==> config.mk <==
export PLATFORM = sky130hd
export DESIGN_NAME = svm_ctrl
export DESIGN_NICKNAME = d
export VERILOG_FILES = /design/src/hdl/svm_pkg.sv /design/src/hdl/svm_ctrl.sv
export SDC_FILE = /design/constraint.sdc
export NUM_CORES = 1
export LEC_CHECK = 0
export BUFFER_PORTS_ARGS = -buffer_cell sky130_fd_sc_hd__buf_4
export CORE_AREA = 2 2 39 41
export CTS_BUF_LIST = sky130_fd_sc_hd__clkbuf_4 sky130_fd_sc_hd__clkbuf_8
export DETAILED_ROUTE_END_ITERATION = 16
export DIE_AREA = 0 0 41 43
export SETUP_SLACK_MARGIN = 0.5
export SLEW_MARGIN = 20
export SYNTH_ARGS = -nofsm -noshare
export SYNTH_HDL_FRONTEND = slang
export SYNTH_SLANG_ARGS = --single-unit
export TNS_END_PERCENT = 20
==> constraint.sdc <==
create_clock -name clk -period 1 [get_ports clk]
set_input_delay 0.1 -clock clk [delete_from_list [all_inputs] [get_ports clk]]
set_output_delay 0.1 -clock clk [all_outputs]
set_load 0.03 [all_outputs]
==> src/hdl/svm_pkg.sv <==
package svm_pkg;

    // Machine sizes
    localparam int STACK_DEPTH  = 4096;
    localparam int PROGRAM_SIZE = 65536;
    localparam int ADDR_W       = $clog2(STACK_DEPTH);
    localparam int COUNT_W      = $clog2(STACK_DEPTH + 1);
    localparam int PC_W         = $clog2(PROGRAM_SIZE);

    // Opcodes
    typedef enum logic [4:0] {
        OP_HALT      = 5'd0,
        OP_LIT_INT   = 5'd1,
        OP_CALL      = 5'd2,
        OP_PUT_INT   = 5'd3,
        OP_FRAME     = 5'd4,
        OP_RETURN    = 5'd5,
        OP_JMP       = 5'd6,
        OP_JF        = 5'd7,
        OP_LOCAL_LD  = 5'd8,
        OP_LOCAL_ST  = 5'd9,
        OP_ADD       = 5'd10,
        OP_LESS      = 5'd11,
        OP_RET       = 5'd12,
        OP_LIT_DBL   = 5'd13,
        OP_DBL_INT   = 5'd14,
        OP_PTR_LD    = 5'd15,
        OP_PTR_ST    = 5'd16,
        OP_FPADDR    = 5'd17,
        OP_SUB       = 5'd18,
        OP_MUL       = 5'd19,
        OP_DROP      = 5'd20
    } opcode_t;

    // Status codes
    typedef enum logic [2:0] {
        ST_OK      = 3'd0,
        ST_HALT    = 3'd1,
        ST_FULL    = 3'd2,
        ST_EMPTY   = 3'd3,
        ST_BADOP   = 3'd4,
        ST_BADADDR = 3'd5
    } status_t;

    // Sequencer states
    typedef enum logic [3:0] {
        S_IDLE,
        S_RD1,
        S_RD2,
        S_RD3,
        S_CAP,
        S_EXEC,
        S_WR2,
        S_TOP,
        S_TOPW
    } state_t;

    // Stack read slot selection
    typedef enum logic [1:0] {
        RD_A,
        RD_B,
        RD_C,
        RD_TOP
    } rd_slot_t;

    // Controller to datapath commands
    typedef struct packed {
        logic     load_in;
        logic     rd_en;
        rd_slot_t rd_slot;
        logic     cap1;
        logic     cap2;
        logic     cap3;
        logic     exec;
        logic     wr2;
        logic     out_load;
    } cmd_t;

    typedef struct packed {
        logic [4:0]  operation;
        logic [63:0] argument;
    } in_item_t;

    typedef struct packed {
        logic [15:0]        next_pc;
        logic [2:0]         status;
        logic [12:0]        stack_count;
        logic [63:0]        top_value;
        logic signed [31:0] printed_value;
        logic               printed_valid;
    } out_item_t;

endpackage

==> src/hdl/svm_ctrl.sv <==
module svm_ctrl (
    input  logic          clk,
    input  logic          rst_n,
    input  logic          cmd_valid,
    output logic          cmd_stall,
    output logic          res_valid,
    input  logic          res_stall,
    output svm_pkg::cmd_t ctl
);

    svm_pkg::state_t state_reg;
    svm_pkg::state_t state_next;
    logic            res_valid_reg;
    logic            res_valid_next;
    logic            out_free;

    assign out_free  = !res_valid_reg || !res_stall;
    assign cmd_stall = (state_reg != svm_pkg::S_IDLE);
    assign res_valid = res_valid_reg;

    // Advance the sequence
    always_comb
    begin
        state_next = state_reg;
        unique case (state_reg)
            svm_pkg::S_IDLE: if (cmd_valid) state_next = svm_pkg::S_RD1;
            svm_pkg::S_RD1:  state_next = svm_pkg::S_RD2;
            svm_pkg::S_RD2:  state_next = svm_pkg::S_RD3;
            svm_pkg::S_RD3:  state_next = svm_pkg::S_CAP;
            svm_pkg::S_CAP:  state_next = svm_pkg::S_EXEC;
            svm_pkg::S_EXEC: state_next = svm_pkg::S_WR2;
            svm_pkg::S_WR2:  state_next = svm_pkg::S_TOP;
            svm_pkg::S_TOP:  state_next = svm_pkg::S_TOPW;
            svm_pkg::S_TOPW: if (out_free) state_next = svm_pkg::S_IDLE;
            default:         state_next = svm_pkg::S_IDLE;
        endcase
    end

    // Drive datapath commands
    always_comb
    begin
        ctl = '0;
        ctl.rd_slot = svm_pkg::RD_A;
        unique case (state_reg)
            svm_pkg::S_IDLE: ctl.load_in = cmd_valid;
            svm_pkg::S_RD1:
            begin
                ctl.rd_en   = 1'b1;
                ctl.rd_slot = svm_pkg::RD_A;
            end
            svm_pkg::S_RD2:
            begin
                ctl.cap1    = 1'b1;
                ctl.rd_en   = 1'b1;
                ctl.rd_slot = svm_pkg::RD_B;
            end
            svm_pkg::S_RD3:
            begin
                ctl.cap2    = 1'b1;
                ctl.rd_en   = 1'b1;
                ctl.rd_slot = svm_pkg::RD_C;
            end
            svm_pkg::S_CAP:  ctl.cap3 = 1'b1;
            svm_pkg::S_EXEC: ctl.exec = 1'b1;
            svm_pkg::S_WR2:  ctl.wr2 = 1'b1;
            svm_pkg::S_TOP:
            begin
                ctl.rd_en   = 1'b1;
                ctl.rd_slot = svm_pkg::RD_TOP;
            end
            svm_pkg::S_TOPW: ctl.out_load = out_free;
            default:         ctl.load_in = 1'b0;
        endcase
    end

    // Track the result register
    always_comb
    begin
        res_valid_next = res_valid_reg;
        if (res_valid_reg && !res_stall)
            res_valid_next = 1'b0;
        if (ctl.out_load)
            res_valid_next = 1'b1;
    end

    always_ff @(posedge clk or negedge rst_n)
    begin
        if (!rst_n)
        begin
            state_reg     <= svm_pkg::S_IDLE;
            res_valid_reg <= 1'b0;
        end
        else
        begin
            state_reg     <= state_next;
            res_valid_reg <= res_valid_next;
        end
    end

endmodule

==> out/results.tsv, run 1 <==
stage	metric	value	unit
floorplan	dieHeight	43	um
worst_setup_path	slowest_delay	0.46	ns
floorplan	row_count	14	
cells_and_area	largest_reg_flops	4	
synth	syn_nets	43	
cells_and_area	fillers	133	
status	status	finished, violations left	
sta	maxSlewViolCount	0	
worst_setup_path	crit_path_start_kind	register	
sta	rsz0062_at_grt	yes	
detailed_routing	routed_wl	837	um
pwr	leakagePower	0.3492	nW
sta	max_freq	0.7462	GHz
pwr	ir_worst_vdd	0.001684	V
clocking	root_buffer	clkbuf_4	
synth	synth_area_leaders	dfrtp_1 35%, buf_6 6.2%, nor3_1 5.5%	
clocking	clk_pin_slew	0.04	ns
detailed_routing	top_layer_used	met3	
floorplan	fp.coreArea	1384	um^2
detailed_routing	wl_per_cell	9.511	um
cells_and_area	drive_gt1_share	79.17	%
global_routing	grt_first_pass_wirelength	1.428	mm
worst_setup_path	crit_path_end_kind	primary output	
min_path	min-delay-start	res_stall	
floorplan	start_util	26.13	%
global_routing	grt_pass1_vias	348	
worst_setup_path	cp_num_buf_inv	1	
sta	fin_worst_skew	0.004947	ns
synth	synth_area_per_cell	9.272	um^2
floorplan	die_w	41	um
sta	layout_setup_ws	-0.3401	ns
sta	whs	0.1078	ns
clocking	clockBufferDepth	2	
global_routing	grt_antenna_before_repair	0	
synth	yosysWarningCount	0	
detailed_routing	drt-met1-wl	381	um
pwr	power_density	3910	nW/um^2
worst_setup_path	critPathTopFamily	flip-flops	
cells_and_area	antenna_cells	0	
synth	synth.distinct_cells	23	
synth	async_flop_share	100.0	%
sta	hold_viol	0	
synth	yosys_most_used_dff	dfrtp_1	
place	portBuffers	15	
synth	synth_edf_count	0	
clocking	clkLatencyLatePin	0.24	ns
synth	ys_seq_area_share	34.60	%
worst_setup_path	arrival	1.24	ns
sta	setup_viol	13	
sta	maxSlewHeadroom	84.64	%
synth	synthesis.area	361.6	um^2
clocking	h-tree-depth	1	
worst_setup_path	cp-startpoint	state_reg[0]	
synth	synth_cells	39	
detailed_routing	via_count	366	
global_routing	gr-usage-all-layers	12.01	%
place	place.gp.congestion	0.6731	
detailed_routing	viasPerCell	4.159	
worst_setup_path	path_max_fanout	8	
detailed_routing	first_pass_iters	3	
detailed_routing	met3_length	42	um
global_routing	overflow	0	
cells_and_area	utilization	51.63	%
worst_setup_path	crit_required	0.90	ns
worst_setup_path	crit_slowest_cell	dfrtp_2	
detailed_routing	drc	0	
detailed_routing	drt_iter0_markers	4	
synth	yosysTopAreaCellShare	34.60	%
clocking	clock_sinks	5	
sta	fin_setup_tns	-3.088	ns
synth	ys_ff_latch	5	
synth	ys_top_cells_by_count	5 x dfrtp_1, 5 x nor2_1, 4 x nand2_1, 4 x nor3_1	
sta	fin_crit	1.340	ns
clocking	cts_tree	done	
worst_setup_path	path_cells	xor2_1 > nor3b_4 > buf_6	
status	violations	setup timing	
cells_and_area	area_growth	97.58	%
min_path	hp-class	in2reg	
floorplan	dieArea	1763	um^2
sta	period_share	134.0	%
cells_and_area	nets	77	
global_routing	grt_max_degree	9	
detailed_routing	ant_nets	0	
worst_setup_path	critPathKind	reg2out	
floorplan	pin_count	16	
clocking	numCtsBuffers	3	
worst_setup_path	r2r_start	state_reg[2]	
detailed_routing	route.met2.wl	414	um
run	max_cap_viol_count	0	
sta	tightest_slew	0.2296	ns
synth	yosysTopAreaCell	dfrtp_1	
place	dp_hpwl	623	um
==> cells in the final DEF (no fill, tap or decap) <==
master / n
xnor2_2: 1
nor3_2: 3
inv_2: 1
nand2_4: 1
nand2b_4: 2
buf_6: 8
nand2_1: 4
nor2_2: 2
dfrtp_2: 4
xor2_1: 1
a21oi_4: 1
a21oi_1: 1
dfrtp_1: 1
and3_1: 1
o22ai_2: 1
nand3_2: 1
dlygate4sd3_1: 1
buf_4: 24
nor3b_4: 1
nor2_4: 2
nand2b_1: 1
nor2_1: 2
nor3_1: 2
o21ai_1: 1
a21oi_2: 1
clkbuf_4: 4
==> cells by family (layout without fill, tap and decap cells) <==
kind of cell           count (synthesis)  count (layout)  synth area share, %
flip-flops                             5               5                34.60
XOR/XNOR                               2               2                4.845
AND/OR/NAND/NOR                       22              22                39.79
buffers and inverters                  5              38                10.72
AO/OA/AOI/OAI                          5               5                10.03
==> stage by stage <==
stage	power [W]	worst slack (ns)	std cells	instance area (um^2)
final	0.002793	-0.3401	88	714.4
after global routing	0.002990	-0.3970	88	714.4
after CTS	0.002673	-0.3513	87	679.4
after detailed placement	0.002288	-0.1319	81	605.6
after global placement	0.002278	-0.1205	81	605.6
after floorplan	0.001622	-0.1287	39	395.4
==> report_power, final <==
part	leakage [nW]	switching [W]	total, W	internal, W
Sequential	0.0589	0.000202	0.000502	0.000300
Combinational	0.272	0.000994	0.00203	0.00104
Clock	0.0184	0.0000792	0.000257	0.000178
==> metal layers <==
layer	vias up	global-route usage, %
met5	-	0
met4	0	4.000
met3	0	4.712
met2	13	18.75
met1	159	14.38
li1	194	-
==> repair_timing <==
action                                 in CTS  in global routing
hold buffers                                1                  0
setup endpoints to repair                  17                 17
gates resized for setup                     9                  6
pin swaps                                   1                  2
setup buffers                               1                  1
endpoints found under the hold margin       5                  0
==> cell type report <==
class / instances / area, um^2 / area share, %
tap: 16 / 20.02 / 2.802
inverter: 1 / 3.754 / 0.5254
multi-input combinational: 29 / 250.2 / 35.03
timing repair buffer: 33 / 280.3 / 39.23
clock buffer: 4 / 30.03 / 4.203
sequential: 5 / 130.1 / 18.21
==> final timing paths <==
path	to	slack, ns	cells past startpoint
hold reg to reg	state_reg[0]	0.57	1
setup reg to reg	state_reg[2]	-0.10	5
setup / recovery	ctl[6]	-0.34	3
min in group asynchronous	state_reg[1]	0.19	2
hold / removal	res_valid	0.11	3
max in group asynchronous	state_reg[3]	0.69	2
==> worst register-to-register path: stages (launching register included) <==
cell and delay [ns]:
dfrtp_2 0.46, inv_2 0.08, buf_4 0.13, buf_4 0.13, xnor2_2 0.13, nor2_1 0.05
Note: power is estimated with default switching activity, not from simulation.
==> run 2, diff against run 1 <==
--- a/config.mk
+++ b/config.mk
@@ -10,6 +10,7 @@
 export CTS_BUF_LIST = sky130_fd_sc_hd__clkbuf_4 sky130_fd_sc_hd__clkbuf_8
 export DETAILED_ROUTE_END_ITERATION = 16
 export DIE_AREA = 0 0 41 43
+export GPL_TIMING_DRIVEN = 0
 export SETUP_SLACK_MARGIN = 0.5
 export SLEW_MARGIN = 20
 export SYNTH_ARGS = -nofsm -noshare
==> run 2 against run 1 <==
Against the previous run:
- the run still ends with setup timing left
- first-iteration DRC count fell by 50%
- sequential power decreased by 24%
- critical path depth is 3 higher
- die area unchanged
- maximum frequency shrank 5.2%
- critical path type unchanged
- critical endpoint is now ctl[0]
==> out/results.tsv, run 2 (synthesis gave the netlist of run 1 again) <==
stage	metric	value	unit	change
clocking	clk_pin_slew	0.05	ns	about the same
detailed_routing	drc	0		unchanged
global_routing	grt_max_degree	11		+2
clocking	h-tree-depth	1		unchanged
global_routing	grt_antenna_before_repair	0		unchanged
detailed_routing	routed_wl	906	um	+8.2%
pwr	leakagePower	0.3210	nW	-8.1%
worst_setup_path	slowest_delay	0.36	ns	-0.10 ns
cells_and_area	layout_common_cells	15 x buf_4, 11 x buf_6, 4 x clkbuf_4, 4 x dfrtp_1		
worst_setup_path	cp-startpoint	state_reg[0]		
cells_and_area	nets	71		-7.8%
cells_and_area	antenna_cells	0		unchanged
place	dp.cells	70		-14%
global_routing	grt_pass1_vias	327		-6.0%
worst_setup_path	critPathKind	reg2out		
worst_setup_path	path_max_fanout	5		-3
sta	maxSlewHeadroom	84.42	%	-0.22 points
cells_and_area	largest_reg_flops	4		unchanged
sta	maxSlewViolCount	0		unchanged
sta	setup_viol	13		unchanged
floorplan	row_count	14		unchanged
place	portBuffers	15		unchanged
floorplan	pin_count	16		unchanged
sta	rsz0062_at_grt	yes		
min_path	hold_path_end	res_valid		
worst_setup_path	rr_worst_depth	5		unchanged
sta	fin_crit	1.414	ns	+0.07360 ns
sta	max_freq	0.7074	GHz	-5.2%
worst_setup_path	crit_required	0.90	ns	about the same
cells_and_area	final_common_cell	buf_4		
sta	hold_viol	0		unchanged
worst_setup_path	cp_num_buf_inv	3		+2
worst_setup_path	timing.rr.end	state_reg[3]		
min_path	hp-class	in2reg		
worst_setup_path	path_cells	buf_6 > nor2_4 > nand3_4 > a21oi_2 > buf_4 > buf_6		
clocking	clkLatencyLatePin	0.25	ns	about the same
floorplan	dieArea	1763	um^2	unchanged
global_routing	grt_first_pass_wirelength	1.311	mm	-8.2%
status	status	finished, violations left		
detailed_routing	ant_nets	0		unchanged
cells_and_area	final_cells	82		-6.8%
detailed_routing	viasPerCell	4.329		+4.1%
sta	fin_worst_skew	0.007785	ns	+0.002838 ns
global_routing	overflow	0		unchanged
sta	tightest_slew	0.2329	ns	+0.003248 ns
floorplan	fp.coreArea	1384	um^2	unchanged
sta	layout_setup_ws	-0.4137	ns	-0.07360 ns
worst_setup_path	critPathTopFamily	buffers and inverters		
floorplan	die_w	41	um	unchanged
cells_and_area	area_growth	88.24	%	
place	place.gp.congestion	0.6661		-1.0%
worst_setup_path	r2r_start	state_reg[0]		
clocking	root_buffer	clkbuf_4		
place	place_ws	-0.2146	ns	-0.08274 ns
status	violations	setup timing		
floorplan	dieHeight	43	um	unchanged
min_path	hold_depth	3		unchanged
worst_setup_path	r2r_slack	-0.01	ns	+0.09 ns
detailed_routing	wl_per_cell	11.05	um	+16%
pwr	power_density	3995	nW/um^2	+2.2%
pwr	ir_worst_vdd	0.001218	V	-28%
worst_setup_path	crit_path_end_kind	primary output		
clocking	numCtsBuffers	3		unchanged
clocking	cts_tree	done		
worst_setup_path	crit_slowest_cell	dfrtp_1		
global_routing	gr-usage-all-layers	11.52	%	-0.49 points
worst_setup_path	cp_common_cell	buf_6		
sta	period_share	141.4	%	+7.4 points
floorplan	start_util	26.13	%	unchanged
detailed_routing	via_count	355		-3.0%
min_path	min-delay-start	res_stall		
run	max_cap_viol_count	0		unchanged
worst_setup_path	crit_path_start_kind	register		
detailed_routing	first_pass_iters	3		unchanged
detailed_routing	drt_iter0_markers	2		-2
cells_and_area	drive_gt1_share	72.73	%	-6.4 points
worst_setup_path	arrival	1.31	ns	+0.07 ns
clocking	clock_sinks	5		unchanged
clocking	clockBufferDepth	2		unchanged
run 2: cell types whose count changed in the layout (fill, tap and decap cells not counted), sizes merged:
cell	previous run	this run
buf	32	26
run 2: worst max path at each step:
stage,slack (ns),to,depth (start not counted)
2_1_floorplan,-0.13,ctl[5],3
3_3_place_gp,-0.21,ctl[0],6
3_5_place_dp,-0.21,ctl[0],6
4_1_cts,-0.42,ctl[0],6
5_1_grt,-0.48,ctl[0],6
6_report,-0.41,ctl[0],6
run 2: worst min-delay path: cells and delay by family:
| kind | cells | cell delay [ns] |
|---|---|---|
| AND/OR/NAND/NOR | 2 | 0.12 |
| buffers and inverters | 1 | 0.09 |
run 2: cell type report:
cell class / count / area, um^2
timing repair buffer: 23 / 209.0
clock buffer: 4 / 30.03
multi-input combinational: 29 / 251.5
fill: 143 / 703.2
inverter: 1 / 6.256
buffer: 4 / 37.54
sequential: 5 / 126.4
tap: 16 / 20.02
run 2: per-stage QoR:
stage	TNS (ns)	instance area (um^2)	hold WS [ns]	utilization [%]	power (W)
6_report	-3.811	680.7	0.09504	49.19	0.002719
5_1_grt	-4.568	680.7	0.09764	49.19	0.002886
4_1_cts	-3.517	611.8	0.08310	44.21	0.002469
3_5_place_dp	-0.5936	528.0	-0.09369	38.16	0.002041
3_3_place_gp	-0.5767	528.0	-0.09619	38.16	0.002036
2_1_floorplan	-0.7241	395.4	-0.1956	-	0.001622
run 2: power breakdown:
| part | switching, W | internal (W) | total, W | leakage [nW] |
|---|---|---|---|---|
| combinational | 0.00112 | 0.000951 | 0.00207 | 0.240 |
| sequential | 0.0000913 | 0.000289 | 0.000380 | 0.0627 |
| clock | 0.0000911 | 0.000178 | 0.000270 | 0.0184 |
| total | 0.00130 | 0.00142 | 0.00272 | 0.321 |
run 2: repair_timing:
item,CTS,global route
hold endpoints to repair,5,0
buffers inserted,2,5
endpoints found under the setup margin,17,17
hold buffers,1,0
pin swaps,3,4
gates resized for setup,8,7
run 2: metal layers:
layer / up-vias / part of all wire, % / track usage [%]
met5: - / 0 / 0
met4: 0 / 0 / 12.00
met3: 0 / 4.1 / 1.571
met2: 11 / 55 / 17.81
li1: 184 / - / -
met1: 160 / 40 / 11.80
==> run 3, diff against run 2 <==
--- a/config.mk
+++ b/config.mk
@@ -11,7 +11,7 @@
 export DETAILED_ROUTE_END_ITERATION = 16
 export DIE_AREA = 0 0 41 43
 export GPL_TIMING_DRIVEN = 0
-export SETUP_SLACK_MARGIN = 0.5
+export SETUP_SLACK_MARGIN = 0.1
 export SLEW_MARGIN = 20
 export SYNTH_ARGS = -nofsm -noshare
 export SYNTH_HDL_FRONTEND = slang
==> run 3 against run 2 <==
Against the previous run:
- the flow still finishes with violations (setup timing)
- setup slack better by 0.022 ns
- clock power down 3%
- sequential share of layout area down 0.20 points
- clock-buffer cell count unchanged
- routed wire length down 12%
- hold slack better by 0.0087 ns
- cell area up 1.1%
- non-clock buffer count unchanged
- sequential power about the same
- sequential cell count unchanged
- total power about the same
- global-route usage down 0.29 points
- largest cell class is now buffers
==> out/results.tsv, run 3 (synthesis gave the netlist of run 1 again) <==
stage	metric	value	unit	change
sta	setup_viol	12		-1
floorplan	dieHeight	43	um	unchanged
sta	layout_setup_ws	-0.3914	ns	+0.02230 ns
cells_and_area	utilization	49.73	%	+0.54 points
min_path	min-delay-start	res_stall		
min_path	hp-class	in2reg		
place	portBuffers	15		unchanged
clocking	clk_pin_slew	0.04	ns	about the same
detailed_routing	via_count	368		+3.7%
detailed_routing	first_pass_iters	3		unchanged
pwr	clkPwrFrac	9.6	%	-0.3 points
worst_setup_path	rr_worst_depth	5		unchanged
worst_setup_path	crit_path_start_kind	register		
clocking	numCtsBuffers	3		unchanged
floorplan	die_w	41	um	unchanged
cells_and_area	drive_gt1_share	74.24	%	+1.5 points
detailed_routing	drt_iter0_markers	4		+2
detailed_routing	drc	0		unchanged
worst_setup_path	arrival	1.29	ns	-0.02 ns
worst_setup_path	crit_path_end_kind	primary output		
cells_and_area	largest_reg_flops	4		unchanged
pwr	power_density	3952	nW/um^2	-1.1%
sta	max_freq	0.7187	GHz	+1.6%
pwr	p_switching	0.001284	W	-1.4%
worst_setup_path	path_max_fanout	5		unchanged
sta	maxSlewHeadroom	84.43	%	about the same
sta	period_share	139.1	%	-2.2 points
pwr	swShare	47.20	%	-0.65 points
global_routing	grt_first_pass_wirelength	1.352	mm	+3.1%
floorplan	fp.coreArea	1384	um^2	unchanged
clocking	clock_sinks	5		unchanged
min_path	hold_path_end	res_valid		
global_routing	grt_pass1_vias	328		+0.31%
sta	fin_setup_tns	-3.389	ns	+0.4221 ns
clocking	root_buffer	clkbuf_4		
clocking	h-tree-depth	1		unchanged
pwr	combinationalPowerShare	76.3	%	+0.2 points
sta	maxSlewViolCount	0		unchanged
clocking	clockBufferDepth	2		unchanged
sta	tightest_slew	0.2328	ns	-0.00009406 ns
cells_and_area	layout_common_cells	13 x buf_4, 13 x buf_6		
global_routing	overflow	0		unchanged
sta	hold_viol	0		unchanged
worst_setup_path	r2r_slack	-0.11	ns	-0.10 ns
sta	fin_crit	1.391	ns	-0.02229 ns
cells_and_area	area_growth	90.31	%	
floorplan	dieArea	1763	um^2	unchanged
cells_and_area	antenna_cells	0		unchanged
sta	rsz0062_at_grt	yes		
detailed_routing	viasPerCell	4.488		+3.7%
status	violations	setup timing		
clocking	cts_tree	done		
floorplan	row_count	14		unchanged
place	place.gp.congestion	0.6390		-4.1%
cells_and_area	nets	71		unchanged
floorplan	pin_count	16		unchanged
place	dp_hpwl	555.6	um	
floorplan	start_util	26.13	%	unchanged
pwr	intPower	0.001436	W	+1.3%
detailed_routing	routed_wl	801	um	-12%
detailed_routing	wl_per_cell	9.768	um	-12%
worst_setup_path	timing.rr.end	state_reg[1]		
worst_setup_path	r2r_start	state_reg[1]		
worst_setup_path	critPathKind	reg2out		
global_routing	grt_antenna_before_repair	0		unchanged
status	status	finished, violations left		
pwr	leakagePower	0.3267	nW	+1.8%
global_routing	grt_max_degree	11		unchanged
worst_setup_path	crit_required	0.90	ns	about the same
cells_and_area	fillers	134		-6.3%
pwr	ir_worst_vdd	0.001542	V	+27%
clocking	clkLatencyLatePin	0.24	ns	about the same
min_path	hold_depth	3		unchanged
pwr	sequentialPowerShare	14.1	%	about the same
detailed_routing	ant_nets	0		unchanged
global_routing	gr-usage-all-layers	11.22	%	-0.29 points
sta	fin_worst_skew	0.0009995	ns	-0.006785 ns
run	max_cap_viol_count	0		unchanged
## run 3: worst max-delay path, cell delays in order, from the launching register on
cell	delay, ns
dfrtp_1	0.36
buf_6	0.13
nor2_4	0.13
nand3_4	0.09
a21oi_2	0.11
buf_4	0.12
buf_6	0.12
## run 3: area by class of cell
class                           instances  area [um^2]  area share, %
Buffer                                  4        37.54          5.455
Clock buffer                            4        30.03          4.364
Inverter                                1        6.256         0.9091
Multi-Input combinational cell         29        251.5          36.55
Sequential cell                         5        126.4          18.36
Tap cell                               16        20.02          2.909
Timing Repair Buffer                   23        216.5          31.45
## run 3: what timing repair did
action                                  in CTS  in global routing
endpoints found under the setup margin      16                 17
gates resized for setup                     10                  9
endpoints found under the hold margin        5                  0
buffers inserted                             5                  2
hold buffers                                 1                  0
pin swaps                                    2                  4
## run 3: through the flow
step | instances | total power [W] | setup WS, ns | hold WS [ns] | cell area (um^2)
2_1_floorplan | 39 | 0.001576 | -0.1287 | -0.1956 | 386.6
3_3_place_gp | 70 | 0.001986 | -0.2047 | -0.09752 | 519.2
3_5_place_dp | 70 | 0.001997 | -0.2151 | -0.09595 | 519.2
4_1_cts | 80 | 0.002529 | -0.4138 | 0.09496 | 630.6
5_1_grt | 82 | 0.002907 | -0.4852 | 0.1235 | 688.2
6_report | 82 | 0.002719 | -0.3914 | 0.1038 | 688.2
## run 3: power groups by stage
stage | clock network (W) | logic (W) | registers [W]
after floorplan | 0 | 0.00121 | 0.000370
after global placement | 0 | 0.00162 | 0.000368
after detailed placement | 0 | 0.00163 | 0.000370
after CTS | 0.000278 | 0.00188 | 0.000373
after global routing | 0.000290 | 0.00222 | 0.000398
final | 0.000262 | 0.00208 | 0.000383
## run 3: metal layers
metal	up-vias	global-route usage, %	wire length (um)
met5	-	0	0
met3	0	3.665	64
met1	173	14.80	323
li1	183	-	-
met4	0	6.000	0
met2	12	15.63	413
## run 3: worst max-delay path by stage
stage | from | to | slack [ns] | cells past startpoint
6_report | state_reg[0] | ctl[0] | -0.39 | 6
5_1_grt | state_reg[0] | ctl[0] | -0.49 | 6
4_1_cts | state_reg[1] | ctl[0] | -0.41 | 6
3_5_place_dp | state_reg[0] | ctl[0] | -0.22 | 6
3_3_place_gp | state_reg[0] | ctl[0] | -0.20 | 6
2_1_floorplan | state_reg[0] | ctl[5] | -0.13 | 3
